--- src/design/scfbc_pkg.sv ---
// ----------------------------------------------------------------------------
// scfbc_pkg
// Shared types, sizes and helpers for the size class free block cache.
// ----------------------------------------------------------------------------
`default_nettype none

package scfbc_pkg;

    // table geometry
    localparam int SLOTS_PER_CLASS = 32;
    localparam int HEAP_COUNT      = 2;
    localparam int CLASS_COUNT     = 11;

    // field widths
    localparam int WORD_W    = 24;
    localparam int CNT_W     = 32;
    localparam int SLOT_BITS = 1 + 2 * WORD_W;
    localparam int ROW_BITS  = SLOTS_PER_CLASS * SLOT_BITS;
    localparam int ROW_COUNT = HEAP_COUNT * CLASS_COUNT;
    localparam int ROW_W     = (ROW_COUNT > 1) ? $clog2(ROW_COUNT) : 1;
    localparam int CLASS_W   = 4;
    localparam int SLOT_W    = (SLOTS_PER_CLASS > 1) ? $clog2(SLOTS_PER_CLASS) : 1;

    // best fit search runs in groups of slots, then across the groups
    localparam int GROUP_SIZE  = 8;
    localparam int GROUP_COUNT = (SLOTS_PER_CLASS + GROUP_SIZE - 1) / GROUP_SIZE;

    typedef enum logic [1:0] {
        MODE_GET    = 2'd0,
        MODE_ADD    = 2'd1,
        MODE_REMOVE = 2'd2,
        MODE_FLUSH  = 2'd3
    } t_mode;

    // controller to datapath
    typedef struct packed {
        logic load;
        logic rd;
        logic srch1;
        logic srch2;
        logic next_class;
        logic write;
        logic flush;
    } t_cmd;

    // datapath to controller
    typedef struct packed {
        logic bad_heap;
        logic flush;
        logic zero_words;
        logic is_get;
        logic hit;
        logic last_class;
    } t_status;

    // size class of a block size in words
    function automatic logic [CLASS_W-1:0] size_class(input logic [WORD_W-1:0] w);
        logic [CLASS_W-1:0] c;
        if (w < WORD_W'(8))          c = CLASS_W'(0);
        else if (w < WORD_W'(16))    c = CLASS_W'(1);
        else if (w < WORD_W'(32))    c = CLASS_W'(2);
        else if (w < WORD_W'(64))    c = CLASS_W'(3);
        else if (w < WORD_W'(128))   c = CLASS_W'(4);
        else if (w < WORD_W'(256))   c = CLASS_W'(5);
        else if (w < WORD_W'(512))   c = CLASS_W'(6);
        else if (w < WORD_W'(1024))  c = CLASS_W'(7);
        else if (w < WORD_W'(4096))  c = CLASS_W'(8);
        else if (w < WORD_W'(8192))  c = CLASS_W'(9);
        else                         c = CLASS_W'(10);
        return c;
    endfunction

endpackage

`default_nettype wire

--- src/design/scfbc_ctrl.sv ---
// ----------------------------------------------------------------------------
// scfbc_ctrl
// Controller: sequences decode, row read, search, write-back or flush, and result.
// ----------------------------------------------------------------------------
`default_nettype none

module scfbc_ctrl import scfbc_pkg::*; (
    input  wire logic    i_clk,
    input  wire logic    i_rst_n,
    input  wire logic    i_valid,
    output logic         o_stall,
    output logic         o_valid,
    input  wire logic    i_stall,
    input  wire t_status i_status,
    output t_cmd         o_cmd
);

    typedef enum logic [3:0] {
        S_IDLE,
        S_DECODE,
        S_READ,
        S_SRCH1,
        S_SRCH2,
        S_EVAL,
        S_WRITE,
        S_FLUSH,
        S_RESULT
    } t_state;

    t_state r_state;
    t_state n_state;
    logic   r_busy;
    logic   r_valid;

    // next state and commands
    always_comb begin
        n_state = r_state;
        o_cmd   = '0;
        unique case (r_state)
            S_IDLE: begin
                if (i_valid) begin
                    o_cmd.load = 1'b1;
                    n_state    = S_DECODE;
                end
            end
            S_DECODE: begin
                if (i_status.bad_heap || i_status.zero_words) n_state = S_RESULT;
                else if (i_status.flush)                      n_state = S_FLUSH;
                else                                          n_state = S_READ;
            end
            S_READ: begin
                o_cmd.rd = 1'b1;
                n_state  = S_SRCH1;
            end
            S_SRCH1: begin
                o_cmd.srch1 = 1'b1;
                n_state     = S_SRCH2;
            end
            S_SRCH2: begin
                o_cmd.srch2 = 1'b1;
                n_state     = S_EVAL;
            end
            S_EVAL: begin
                if (i_status.hit) begin
                    n_state = S_WRITE;
                end else if (i_status.is_get && !i_status.last_class) begin
                    o_cmd.next_class = 1'b1;
                    n_state          = S_READ;
                end else begin
                    n_state = S_RESULT;
                end
            end
            S_WRITE: begin
                o_cmd.write = 1'b1;
                n_state     = S_RESULT;
            end
            S_FLUSH: begin
                o_cmd.flush = 1'b1;
                n_state     = S_RESULT;
            end
            S_RESULT: begin
                if (!i_stall) n_state = S_IDLE;
            end
            default: n_state = S_IDLE;
        endcase
    end

    // state and registered handshake outputs
    always_ff @(posedge i_clk) begin
        if (!i_rst_n) begin
            r_state <= S_IDLE;
            r_busy  <= 1'b0;
            r_valid <= 1'b0;
        end else begin
            r_state <= n_state;
            r_busy  <= (n_state != S_IDLE);
            r_valid <= (n_state == S_RESULT);
        end
    end

    assign o_stall = r_busy;
    assign o_valid = r_valid;

endmodule

`default_nettype wire

--- config.mk ---
export PLATFORM = sky130hd
export DESIGN_NAME = scfbc_ctrl
export DESIGN_NICKNAME = d
export VERILOG_FILES = /design/src/design/scfbc_pkg.sv /design/src/design/scfbc_ctrl.sv
export SDC_FILE = /design/constraint.sdc
export NUM_CORES = 1
export LEC_CHECK = 0
export ABC_AREA = 1
export BUFFER_PORTS_ARGS = -buffer_cell sky130_fd_sc_hd__buf_2
export CAP_MARGIN = 20
export CORE_AREA = 2 2 39 41
export DETAILED_ROUTE_END_ITERATION = 10
export DIE_AREA = 0 0 41 43
export HOLD_SLACK_MARGIN = 0.05
export SLEW_MARGIN = 15
export SYNTH_ARGS = -nofsm -noshare
export SYNTH_HDL_FRONTEND = slang
export SYNTH_SLANG_ARGS = --single-unit
export TNS_END_PERCENT = 30
--- constraint.sdc ---
create_clock -name i_clk -period 1.1 [get_ports i_clk]
set_input_delay 0.055 -clock i_clk [delete_from_list [all_inputs] [get_ports i_clk]]
set_output_delay 0.055 -clock i_clk [all_outputs]
set_load 0.03 [all_outputs]
==> impl_results.md, run 1 <==
- Setup Skew: 0.00133 ns
- CP cell instances: nor2_2 > nand2_1 > buf_4 > inv_1 > buf_4
- Number of failing setup endpoints in the final timing report: 8
- Required arrival time at the worst endpoint: 1.04 ns
- Global-route total usage across every layer: 0.127
- Placed wire-length estimate: 799 microns
- Synth cell types: 12
- Number of fillers in the final layout: 154
- Area Overhead vs Synth: 63.3%
- Initial DRT Pass Iterations: 4
- Net total in the final layout: 110
- Maximum clock frequency: 825 MHz
- Sum Neg Setup Slack: -0.525 ns
- Shortest period the worst path allows: 1.21 ns
- Via count of the first global-routing pass: 413
- First-pass GRT wire length: 1.53 mm
- Rel. slew slack: 0.868
- Routed wire per std cell: 8.25 microns
- Synthesis-stage register bit count: 6
- Part of the cycle the worst path needs: 1.10
- TritonCTS clock tree: built
- LEAKAGE: 0.380 nW
- Total clock buffers created by CTS: 3
- Storage element area: 130 sq um
- CP peak stage delay: 0.33 ns
- Cell count after synthesis: 70
- Residual antenna-violating net count after detailed routing: 0
- Worst EP arrival: 1.16 ns
- Residual DRC: 0
- Most Frequent Cell on Critical Path: sky130_fd_sc_hd__buf_4
- R2r startpoint: r_state[3]
- Routed vias: 482
- Fraction of layout instances using a drive strength above 1: 0.490
- Total I/O pin count: 19
- Cell area after synthesis: 392 sq um
- Number of max-cap violations: 0
- Crit path launch type: register
- Violations in the final reports: setup timing
- Initial antenna violation count: 0
- Port bufs: 18
- Pin slew with the least headroom to its limit: 0.198 ns
- Maximum count of clock buffers along a single path: 2
- Power Density: 1070 mW/mm^2
- Clock H-tree levels: 1
- Detailed-route vias per instance: 4.23
- DR iter-0 viols: 7
- Total congestion overflow after global routing: 0
- Dominant delay contributor by cell family on the critical path: flip-flops
- Critical path buffers and inverters: 3
- Capture endpoint of the worst hold path: r_state[2]
- Sink count of the clock tree: 6
- Hold_sp: i_rst_n
- Reg2Reg Setup Slack: -0.01 ns
- Class of the most critical setup path: reg -> out
- Critical path peak fanout: 4
- Hold Crit Depth: 3
- Final antenna diode count: 0
- Starting utilization of the core area: 0.283
- Syn_nets: 80
- Number of warnings printed during yosys synthesis: 0
- Clock-pin slew of the registers on the worst-case setup and hold paths: 0.04 ns
- Unrepaired setup endpoints after global routing: yes
- Die Wd: 41 microns
- Class of the tightest hold or removal check: in -> reg
- Reg2reg path depth: 9
- Core box area: 0.00138 sq mm
- Hold-fix buffers at CTS: 0
- Die Span Y: 43 microns
- Crit-path slowest cell: sky130_fd_sc_hd__dfxtp_2
- Number of max-slew violations in the final report: 0
- Worst skew pair latency: 0.24 ns
- Post-Route Hold Slack: 0.106 ns
- Root Buffer: sky130_fd_sc_hd__clkbuf_4
- Maximum number of pins on one net before global-route repair: 7
- IR Drop Worst-Case VDD: 0.667 mV
- Post-synthesis sequential area ratio: 0.307
- Total detailed-routing wirelength: 940 microns
- Final hold violation count: 0
- Reg2Reg Capture Point: o_stall
- Worst setup EP type: output pin
- Area of the die: 0.00176 sq mm
- Worst-case setup margin in the final layout: -0.112 ns
- Area of combinational cells with multiple inputs: 251 sq um
- Routability Congestion: 0.760
- # rows: 14
- Mean Syn Cell Area: 5.59 sq um
- Status: finished, violations left
where the power goes:
| group | switching, mW | internal [mW] |
|---|---|---|
| Clock | 0.0749 | 0.123 |
| Combinational | 0.132 | 0.0920 |
| Sequential | 0.0230 | 0.239 |
| Total | 0.230 | 0.454 |
cells in the final DEF (no fill, tap or decap), drive strengths merged:
master | synthesis | routed
buf | 0 | 25
nor2 | 21 | 21
nand2 | 19 | 19
inv | 14 | 14
dfxtp | 6 | 6
nand3 | 5 | 5
nor3 | 3 | 3
clkbuf | 0 | 3
nand4 | 1 | 1
a21oi | 1 | 1
area by class of cell:
| cell class | instances | area share |
|---|---|---|
| multi-input combinational | 50 | 0.393 |
| inverter | 14 | 0.0861 |
| sequential | 6 | 0.204 |
| tap | 16 | 0.0313 |
| clock buffer | 3 | 0.0352 |
| timing repair buffer | 25 | 0.250 |
worst max-delay path by stage:
stage | startpoint | to | slack, ns | cells after the start
after floorplan | r_state[1] | o_cmd[0] | -0.12 | 2
after global placement | r_state[0] | o_stall | -0.09 | 7
after detailed placement | r_state[0] | o_stall | -0.12 | 7
after CTS | r_state[3] | o_cmd[5] | -0.13 | 5
after global routing | r_state[2] | o_cmd[2] | -0.20 | 5
final | r_state[2] | o_cmd[5] | -0.11 | 5
worst min-delay path, cell delays in order:
cell                     delay, ns
sky130_fd_sc_hd__buf_2        0.07
sky130_fd_sc_hd__inv_1        0.08
sky130_fd_sc_hd__nor2_1       0.10
flip-flops by register name, summed over array words and instances, names as in the netlist:
register	cells
o_stall	1
o_valid	1
r_state	4
per-stage QoR:
step	utilization	std cells	cell area [sq um]	power, mW	worst slack, ns
2_1_floorplan	-	70	397	0.389	-0.117
3_3_place_gp	0.404	111	559	0.467	-0.0912
3_5_place_dp	0.404	111	559	0.468	-0.119
4_1_cts	0.460	114	637	0.696	-0.126
5_1_grt	0.462	114	639	0.728	-0.201
6_report	0.462	114	639	0.684	-0.112
kinds of logic (layout without fill, tap and decap cells):
| family | Yosys count | count (layout) | synth area share |
|---|---|---|---|
| simple gates | 49 | 49 | 0.546 |
| buf+inv | 14 | 42 | 0.134 |
| flops | 6 | 6 | 0.307 |
| compound gates | 1 | 1 | 0.0128 |
cell usage after synthesis:
library cell	n	area, sq um
sky130_fd_sc_hd__nand2_1	18	67.6
sky130_fd_sc_hd__nor2_1	17	63.8
sky130_fd_sc_hd__inv_1	12	45.0
sky130_fd_sc_hd__dfxtp_1	6	120
sky130_fd_sc_hd__nand3_1	5	25.0
sky130_fd_sc_hd__nor2_2	3	18.8
sky130_fd_sc_hd__nor3_1	3	15.0
sky130_fd_sc_hd__inv_2	2	7.51
sky130_fd_sc_hd__a21oi_1	1	5.00
sky130_fd_sc_hd__nand2_2	1	6.26
sky130_fd_sc_hd__nand4_1	1	6.26
sky130_fd_sc_hd__nor2_4	1	11.3
what timing repair did:
action	CTS	global route
setup endpoints to repair	11	12
pin swaps	3	1
setup buffers	0	0
gates resized for setup	21	2
routing by layer:
layer	part of all wire	wire length [microns]	global-route usage
met3	0.068	64	0.0157
met1	0.45	423	0.165
met2	0.46	437	0.188
met4	0.015	14	0.0800
met5	0	0	0
No activity file was read; power rests on OpenSTA's default activity.
==> run 2: changes to the inputs <==
--- a/config.mk
+++ b/config.mk
@@ -9,6 +9,7 @@
 export BUFFER_PORTS_ARGS = -buffer_cell sky130_fd_sc_hd__buf_2
 export CAP_MARGIN = 20
 export CORE_AREA = 2 2 39 41
+export CTS_BUF_LIST = sky130_fd_sc_hd__clkbuf_4 sky130_fd_sc_hd__clkbuf_8
 export DETAILED_ROUTE_END_ITERATION = 10
 export DIE_AREA = 0 0 41 43
 export HOLD_SLACK_MARGIN = 0.05
==> constraint.sdc (replaced) <==
create_clock -name i_clk -period 1.2 [get_ports i_clk]
set_input_delay 0.06 -clock i_clk [delete_from_list [all_inputs] [get_ports i_clk]]
set_output_delay 0.06 -clock i_clk [all_outputs]
set_load 0.03 [all_outputs]
==> run 2 against run 1 <==
Compared with the run above:
- design area rose by 2.9%
- register-to-register slack improved by 0.10 ns
- via count rose by 2.5%
- the flow still finishes with violations (setup timing)
- critical path type unchanged
- hold slack improved by 0.014 ns
- combinational power fell by 8%
- die area did not move
- highest routed layer is now met3
==> impl_results.md, run 2 (synthesized netlist as in run 1, its figures left out) <==
- Setup Skew: 0.00425 ns (+0.00291 ns)
- Routed wire per std cell: 9.14 microns (+11%)
- Pre-CTS worst setup slack: 0.00722 ns (+0.126 ns)
- Crit path launch type: register
- Core box area: 0.00138 sq mm (unchanged)
- Number of max-cap violations: 0 (unchanged)
- Clock-pin slew of the registers on the worst-case setup and hold paths: 0.05 ns (about the same)
- Largest register by flop count: r_state
- Most common library cell in the layout ignoring fill and taps: sky130_fd_sc_hd__nand2_1
- DR iter-0 viols: 2 (-5)
- Initial DRT Pass Iterations: 2 (-2)
- Worst setup EP type: output pin
- Required arrival time at the worst endpoint: 1.14 ns (+0.10 ns)
- Worst EP arrival: 1.15 ns (about the same)
- Fraction of layout instances using a drive strength above 1: 0.495 (+0.00494)
- Routed vias: 494 (+2.5%)
- Class of the tightest hold or removal check: in -> reg
- Shortest period the worst path allows: 1.21 ns
- Net total in the final layout: 107 (-2.7%)
- Total congestion overflow after global routing: 0 (unchanged)
- Internal power: 0.409 mW (-10%)
- Worst-case setup margin in the final layout: -0.00521 ns (+0.106 ns)
- Sink count of the clock tree: 6 (unchanged)
- Sum Neg Setup Slack: -0.00521 ns (+0.520 ns)
- Area of the die: 0.00176 sq mm (unchanged)
- Residual antenna-violating net count after detailed routing: 0 (unchanged)
- Initial antenna violation count: 0 (unchanged)
- Number of failing setup endpoints in the final timing report: 1 (-7)
- Violations in the final reports: setup timing
- Max reg flops: 4 (unchanged)
- Pin slew with the least headroom to its limit: 0.215 ns (+0.0165 ns)
- Area Overhead vs Synth: 68.1%
- Starting utilization of the core area: 0.283 (unchanged)
- Total detailed-routing wirelength: 1.02 mm (+8.0%)
- Total clock buffers created by CTS: 3 (unchanged)
- Number of fillers in the final layout: 145 (-5.8%)
- Number of max-slew violations in the final report: 0 (unchanged)
- Critical path peak fanout: 6 (+2)
- TritonCTS clock tree: built
- Port bufs: 18 (unchanged)
- Clock H-tree levels: 1 (unchanged)
- Power Density: 957 mW/mm^2 (-11%)
- Global-route total usage across every layer: 0.129 (+0.00201)
- Sequential power share: 0.383 (about the same)
- LEAKAGE: 0.391 nW (+3.0%)
- Rel. slew slack: 0.857 (-0.0110)
- Status: finished, violations left
- Sw Share: 0.351 (+0.0148)
- Area of combinational cells with multiple inputs: 277 sq um (+10%)
- Die Wd: 41 microns (unchanged)
- Maximum count of clock buffers along a single path: 2 (unchanged)
- Residual DRC: 0 (unchanged)
- Power share of the combinational group: 0.325 (-0.002)
- # rows: 14 (unchanged)
- Unrepaired setup endpoints after global routing: yes
- Clock share of power: 0.292 (+0.003)
- Die Span Y: 43 microns (unchanged)
- Worst skew pair latency: 0.24 ns (about the same)
- IR Drop Worst-Case VDD: 0.623 mV (-6.6%)
- Maximum clock frequency: 830 MHz
- Final hold violation count: 0 (unchanged)
- First-pass GRT wire length: 1.51 mm (-1.3%)
- Maximum number of pins on one net before global-route repair: 7 (unchanged)
- Via count of the first global-routing pass: 412 (-0.24%)
- Final antenna diode count: 0 (unchanged)
- Class of the most critical setup path: reg -> out
- Most frequent cells in the layout: sky130_fd_sc_hd__nand2_1, sky130_fd_sc_hd__nor2_1, sky130_fd_sc_hd__buf_2
- Storage element area: 135 sq um (+3.8%)
- Total I/O pin count: 19 (unchanged)
- Switching Power: 0.221 mW (-3.9%)
- Part of the cycle the worst path needs: 1.00
- Placed wire-length estimate: 776 microns (-2.8%)
- Detailed-route vias per instance: 4.45 (+5.3%)
- Root Buffer: sky130_fd_sc_hd__clkbuf_4
- Routability Congestion: 0.717 (-5.6%)
==> run 2: path summary, 6_finish.rpt <==
check	endpoint	slack, ns	cells after the start	startpoint
worst min-delay path	o_stall	0.12	3	i_rst_n
worst max-delay path	o_cmd[2]	-0.005	5	r_state[0]
worst max register to register	o_stall	0.09	9	r_state[1]
worst min register to register	r_state[1]	0.76	5	r_state[1]
==> run 2: routing by layer <==
layer  up-vias  global-route usage  part of all wire
met5         -                   0                 0
met4         0               0.100                 0
met3         0              0.0157             0.056
met2        14               0.206              0.53
met1       217               0.142              0.42
li1        263                   -                 -
==> run 2: stage by stage <==
step	util	power, mW	cell area, sq um	hold WS [ns]	std cells
2_1_floorplan	-	0.357	397	0.188	70
3_3_place_gp	0.382	0.416	529	0.358	107
3_5_place_dp	0.382	0.417	529	0.376	107
4_1_cts	0.429	0.619	594	0.117	111
5_1_grt	0.476	0.670	658	0.142	111
6_report	0.476	0.630	658	0.121	111
==> run 2: repair_timing <==
item	in CTS	in global routing
endpoints found under the setup margin	8	10
resized for setup	14	21
hold buffers	0	0
pin swaps	3	2
setup buffers	1	0
==> run 2: power groups by stage <==
stage                     clock network [mW]  logic (mW)  registers, mW
final                                  0.184       0.205          0.241
after global routing                   0.198       0.228          0.244
after floorplan                            0       0.103          0.254
after global placement                     0       0.178          0.238
after CTS                              0.195       0.187          0.237
after detailed placement                   0       0.179          0.238
==> run 2: critical path, stage by stage, from the launching register on <==
cell	delay (ns)
sky130_fd_sc_hd__dfxtp_4	0.39
sky130_fd_sc_hd__inv_2	0.07
sky130_fd_sc_hd__nor2_4	0.10
sky130_fd_sc_hd__nand2_2	0.07
sky130_fd_sc_hd__nor3_2	0.10
sky130_fd_sc_hd__buf_4	0.18
==> run 2: layout make-up <==
cell class,count,area share
Clock buffer,3,0.0342
Inverter,14,0.0837
Multi-Input combinational cell,50,0.420
Sequential cell,6,0.205
Tap cell,16,0.0304
Timing Repair Buffer,22,0.226
==> run 3: changes to the inputs <==
--- a/config.mk
+++ b/config.mk
@@ -13,8 +13,8 @@
 export DETAILED_ROUTE_END_ITERATION = 10
 export DIE_AREA = 0 0 41 43
 export HOLD_SLACK_MARGIN = 0.05
+export RECOVER_POWER = 50
 export SLEW_MARGIN = 15
 export SYNTH_ARGS = -nofsm -noshare
 export SYNTH_HDL_FRONTEND = slang
 export SYNTH_SLANG_ARGS = --single-unit
-export TNS_END_PERCENT = 30
==> run 3 against run 2 <==
Compared with the run above:
- the flow still finishes with violations (setup timing)
- clock power hardly changed
- hold slack better by 0.00077 ns
- critical path depth stayed put
- global-route usage rose by 0.30 points
- via count is 1.4% lower
- combinational power decreased by 4%
- fmax grew 0.12%
- critical endpoint unchanged
- largest cell class unchanged
==> impl_results.md, run 3 (synthesized netlist as in run 1, its figures left out) <==
- Initial antenna violation count: 0 (unchanged)
- Top layer used by detailed routing: met3
- Residual DRC: 0 (unchanged)
- Die Wd: 41 microns (unchanged)
- Maximum count of clock buffers along a single path: 2 (unchanged)
- Total detailed-routing wirelength: 1.02 mm (unchanged)
- Hold_sp: i_rst_n
- # rows: 14 (unchanged)
- First-pass GRT wire length: 1.54 mm (+1.8%)
- Hold Crit Depth: 3 (unchanged)
- Rel. slew slack: 0.762 (-0.0945)
- Shortest period the worst path allows: 1.20 ns (-0.00149 ns)
- Net total in the final layout: 108 (+0.93%)
- Total clock buffers created by CTS: 3 (unchanged)
- Area of the die: 0.00176 sq mm (unchanged)
- Starting utilization of the core area: 0.283 (unchanged)
- Number of failing setup endpoints in the final timing report: 1 (unchanged)
- Number of fillers in the final layout: 153 (+5.5%)
- Initial DRT Pass Iterations: 4 (+2)
- Routed wire per std cell: 9.06 microns (-0.89%)
- Most frequent cells in the layout: sky130_fd_sc_hd__nand2_1, sky130_fd_sc_hd__nor2_1, sky130_fd_sc_hd__inv_1, sky130_fd_sc_hd__buf_2, sky130_fd_sc_hd__buf_4
- Max reg flops: 4 (unchanged)
- DR iter-0 viols: 8 (+6)
- IR Drop Worst-Case VDD: 0.609 mV (-2.3%)
- Clock H-tree levels: 1 (unchanged)
- Final antenna diode count: 0 (unchanged)
- Root Buffer: sky130_fd_sc_hd__clkbuf_4
- Worst setup EP type: output pin
- Fraction of layout instances using a drive strength above 1: 0.469 (-0.0260)
- Via count of the first global-routing pass: 419 (+1.7%)
- Die Span Y: 43 microns (unchanged)
- Maximum clock frequency: 831 MHz (+0.12%)
- Pre-CTS worst setup slack: 0.00722 ns (unchanged)
- Total power consumption of the routed design: 0.616 mW (-2.1%)
- Number of max-slew violations in the final report: 0 (unchanged)
- Reg2Reg Capture Point: r_state[2]
- Status: finished, violations left
- Global-route total usage across every layer: 0.132 (+0.00302)
- Largest register by flop count: r_state
- Final hold violation count: 0 (unchanged)
- Total congestion overflow after global routing: 0 (unchanged)
- Reg2reg path depth: 8 (-1)
- Crit path launch type: register
- Routability Congestion: 0.717 (unchanged)
- Reg2Reg Setup Slack: 0.10 ns (about the same)
- Port bufs: 18 (unchanged)
- Required arrival time at the worst endpoint: 1.14 ns (about the same)
- TritonCTS clock tree: built
- Sum Neg Setup Slack: -0.00372 ns (+0.00149 ns)
- Met2 layer wire length in the routed design: 535 microns (-0.19%)
- Capture endpoint of the worst hold path: o_stall
- Placed wire-length estimate: 776 microns (unchanged)
- Part of the cycle the worst path needs: 1.00 (-0.00124)
- DR WL met3: 69 microns (+21%)
- Unrepaired setup endpoints after global routing: yes
- Area Overhead vs Synth: 56.9%
- Cell area after placement: 529 sq um (unchanged)
- LEAKAGE: 0.366 nW (-6.5%)
- Layout Utilization: 0.444 (-0.0316)
- Residual antenna-violating net count after detailed routing: 0 (unchanged)
- Worst-case setup margin in the final layout: -0.00372 ns (+0.00149 ns)
- Setup Skew: 0.00338 ns (-0.000868 ns)
- Routed met1 length: 411 microns (-2.6%)
- Pin slew with the least headroom to its limit: 0.358 ns (+0.143 ns)
- Power Density: 1000 mW/mm^2 (+4.9%)
- Hold-fix buffers at CTS: 0 (unchanged)
- Number of max-cap violations: 0 (unchanged)
- Maximum number of pins on one net before global-route repair: 7 (unchanged)
- Worst skew pair latency: 0.24 ns (about the same)
- Core box area: 0.00138 sq mm (unchanged)
- Critical path peak fanout: 6 (unchanged)
- Violations in the final reports: setup timing
- Sink count of the clock tree: 6 (unchanged)
- Routed vias: 487 (-1.4%)
- Detailed-route vias per instance: 4.35 (-2.3%)
- Class of the tightest hold or removal check: in -> reg
- Worst EP arrival: 1.14 ns (about the same)
- Post-route design area: 614 sq um (-6.7%)
- R2r startpoint: r_state[1]
- Class of the most critical setup path: reg -> out
- Most common library cell in the layout ignoring fill and taps: sky130_fd_sc_hd__nand2_1
- Total I/O pin count: 19 (unchanged)
- Clock-pin slew of the registers on the worst-case setup and hold paths: 0.05 ns (about the same)
## run 3: worst max path at each step
stage	startpoint	endpoint	slack [ns]	depth (start not counted)
6_report	r_state[0]	o_cmd[2]	-0.004	5
5_1_grt	r_state[1]	o_cmd[6]	-0.06	4
4_1_cts	r_state[0]	o_cmd[2]	-0.01	5
3_5_place_dp	r_state[1]	o_stall	0.007	9
3_3_place_gp	r_state[1]	o_stall	0.009	9
2_1_floorplan	r_state[1]	o_cmd[0]	-0.02	2
## run 3: cell type report
| class | instances | area, sq um | area share |
|---|---|---|---|
| Timing Repair Buffer | 23 | 138 | 0.224 |
| Clock buffer | 3 | 22.5 | 0.0367 |
| Multi-Input combinational cell | 50 | 249 | 0.405 |
| Sequential cell | 6 | 133 | 0.216 |
| Tap cell | 16 | 20.0 | 0.0326 |
| Inverter | 14 | 52.6 | 0.0855 |
## run 3: stage by stage
| step | hold slack [ns] | instances |
|---|---|---|
| detailed placement | 0.376 | 107 |
| floorplan | 0.188 | 70 |
| global placement | 0.358 | 107 |
| CTS | 0.117 | 112 |
| global route | 0.142 | 112 |
| finish | 0.121 | 112 |
## run 3: repair_timing
| item | 4_1_cts | 5_1_grt |
|---|---|---|
| endpoints found under the hold margin | 0 | 0 |
| gates resized for setup | 13 | 9 |
| pin swaps | 3 | 0 |
| setup buffers | 2 | 0 |
| endpoints found under the setup margin | 8 | 10 |
## run 3: power breakdown
group	switching (mW)	internal, mW	total (mW)
sequential	0.0189	0.219	0.237
clock	0.0702	0.113	0.183
combinational	0.121	0.0746	0.196
## run 3: critical path, stage by stage (launching register included)
cell and delay (ns):
sky130_fd_sc_hd__dfxtp_4 0.38, sky130_fd_sc_hd__inv_2 0.05, sky130_fd_sc_hd__nor2_2 0.12, sky130_fd_sc_hd__nand2_2 0.08, sky130_fd_sc_hd__nor3_2 0.10, sky130_fd_sc_hd__buf_4 0.18
## run 3: routing by layer
layer | GRT usage | up-vias
li1 | - | 262
met1 | 0.135 | 207
met5 | 0 | -
met2 | 0.222 | 18
met3 | 0.0157 | 0
met4 | 0.100 | 0
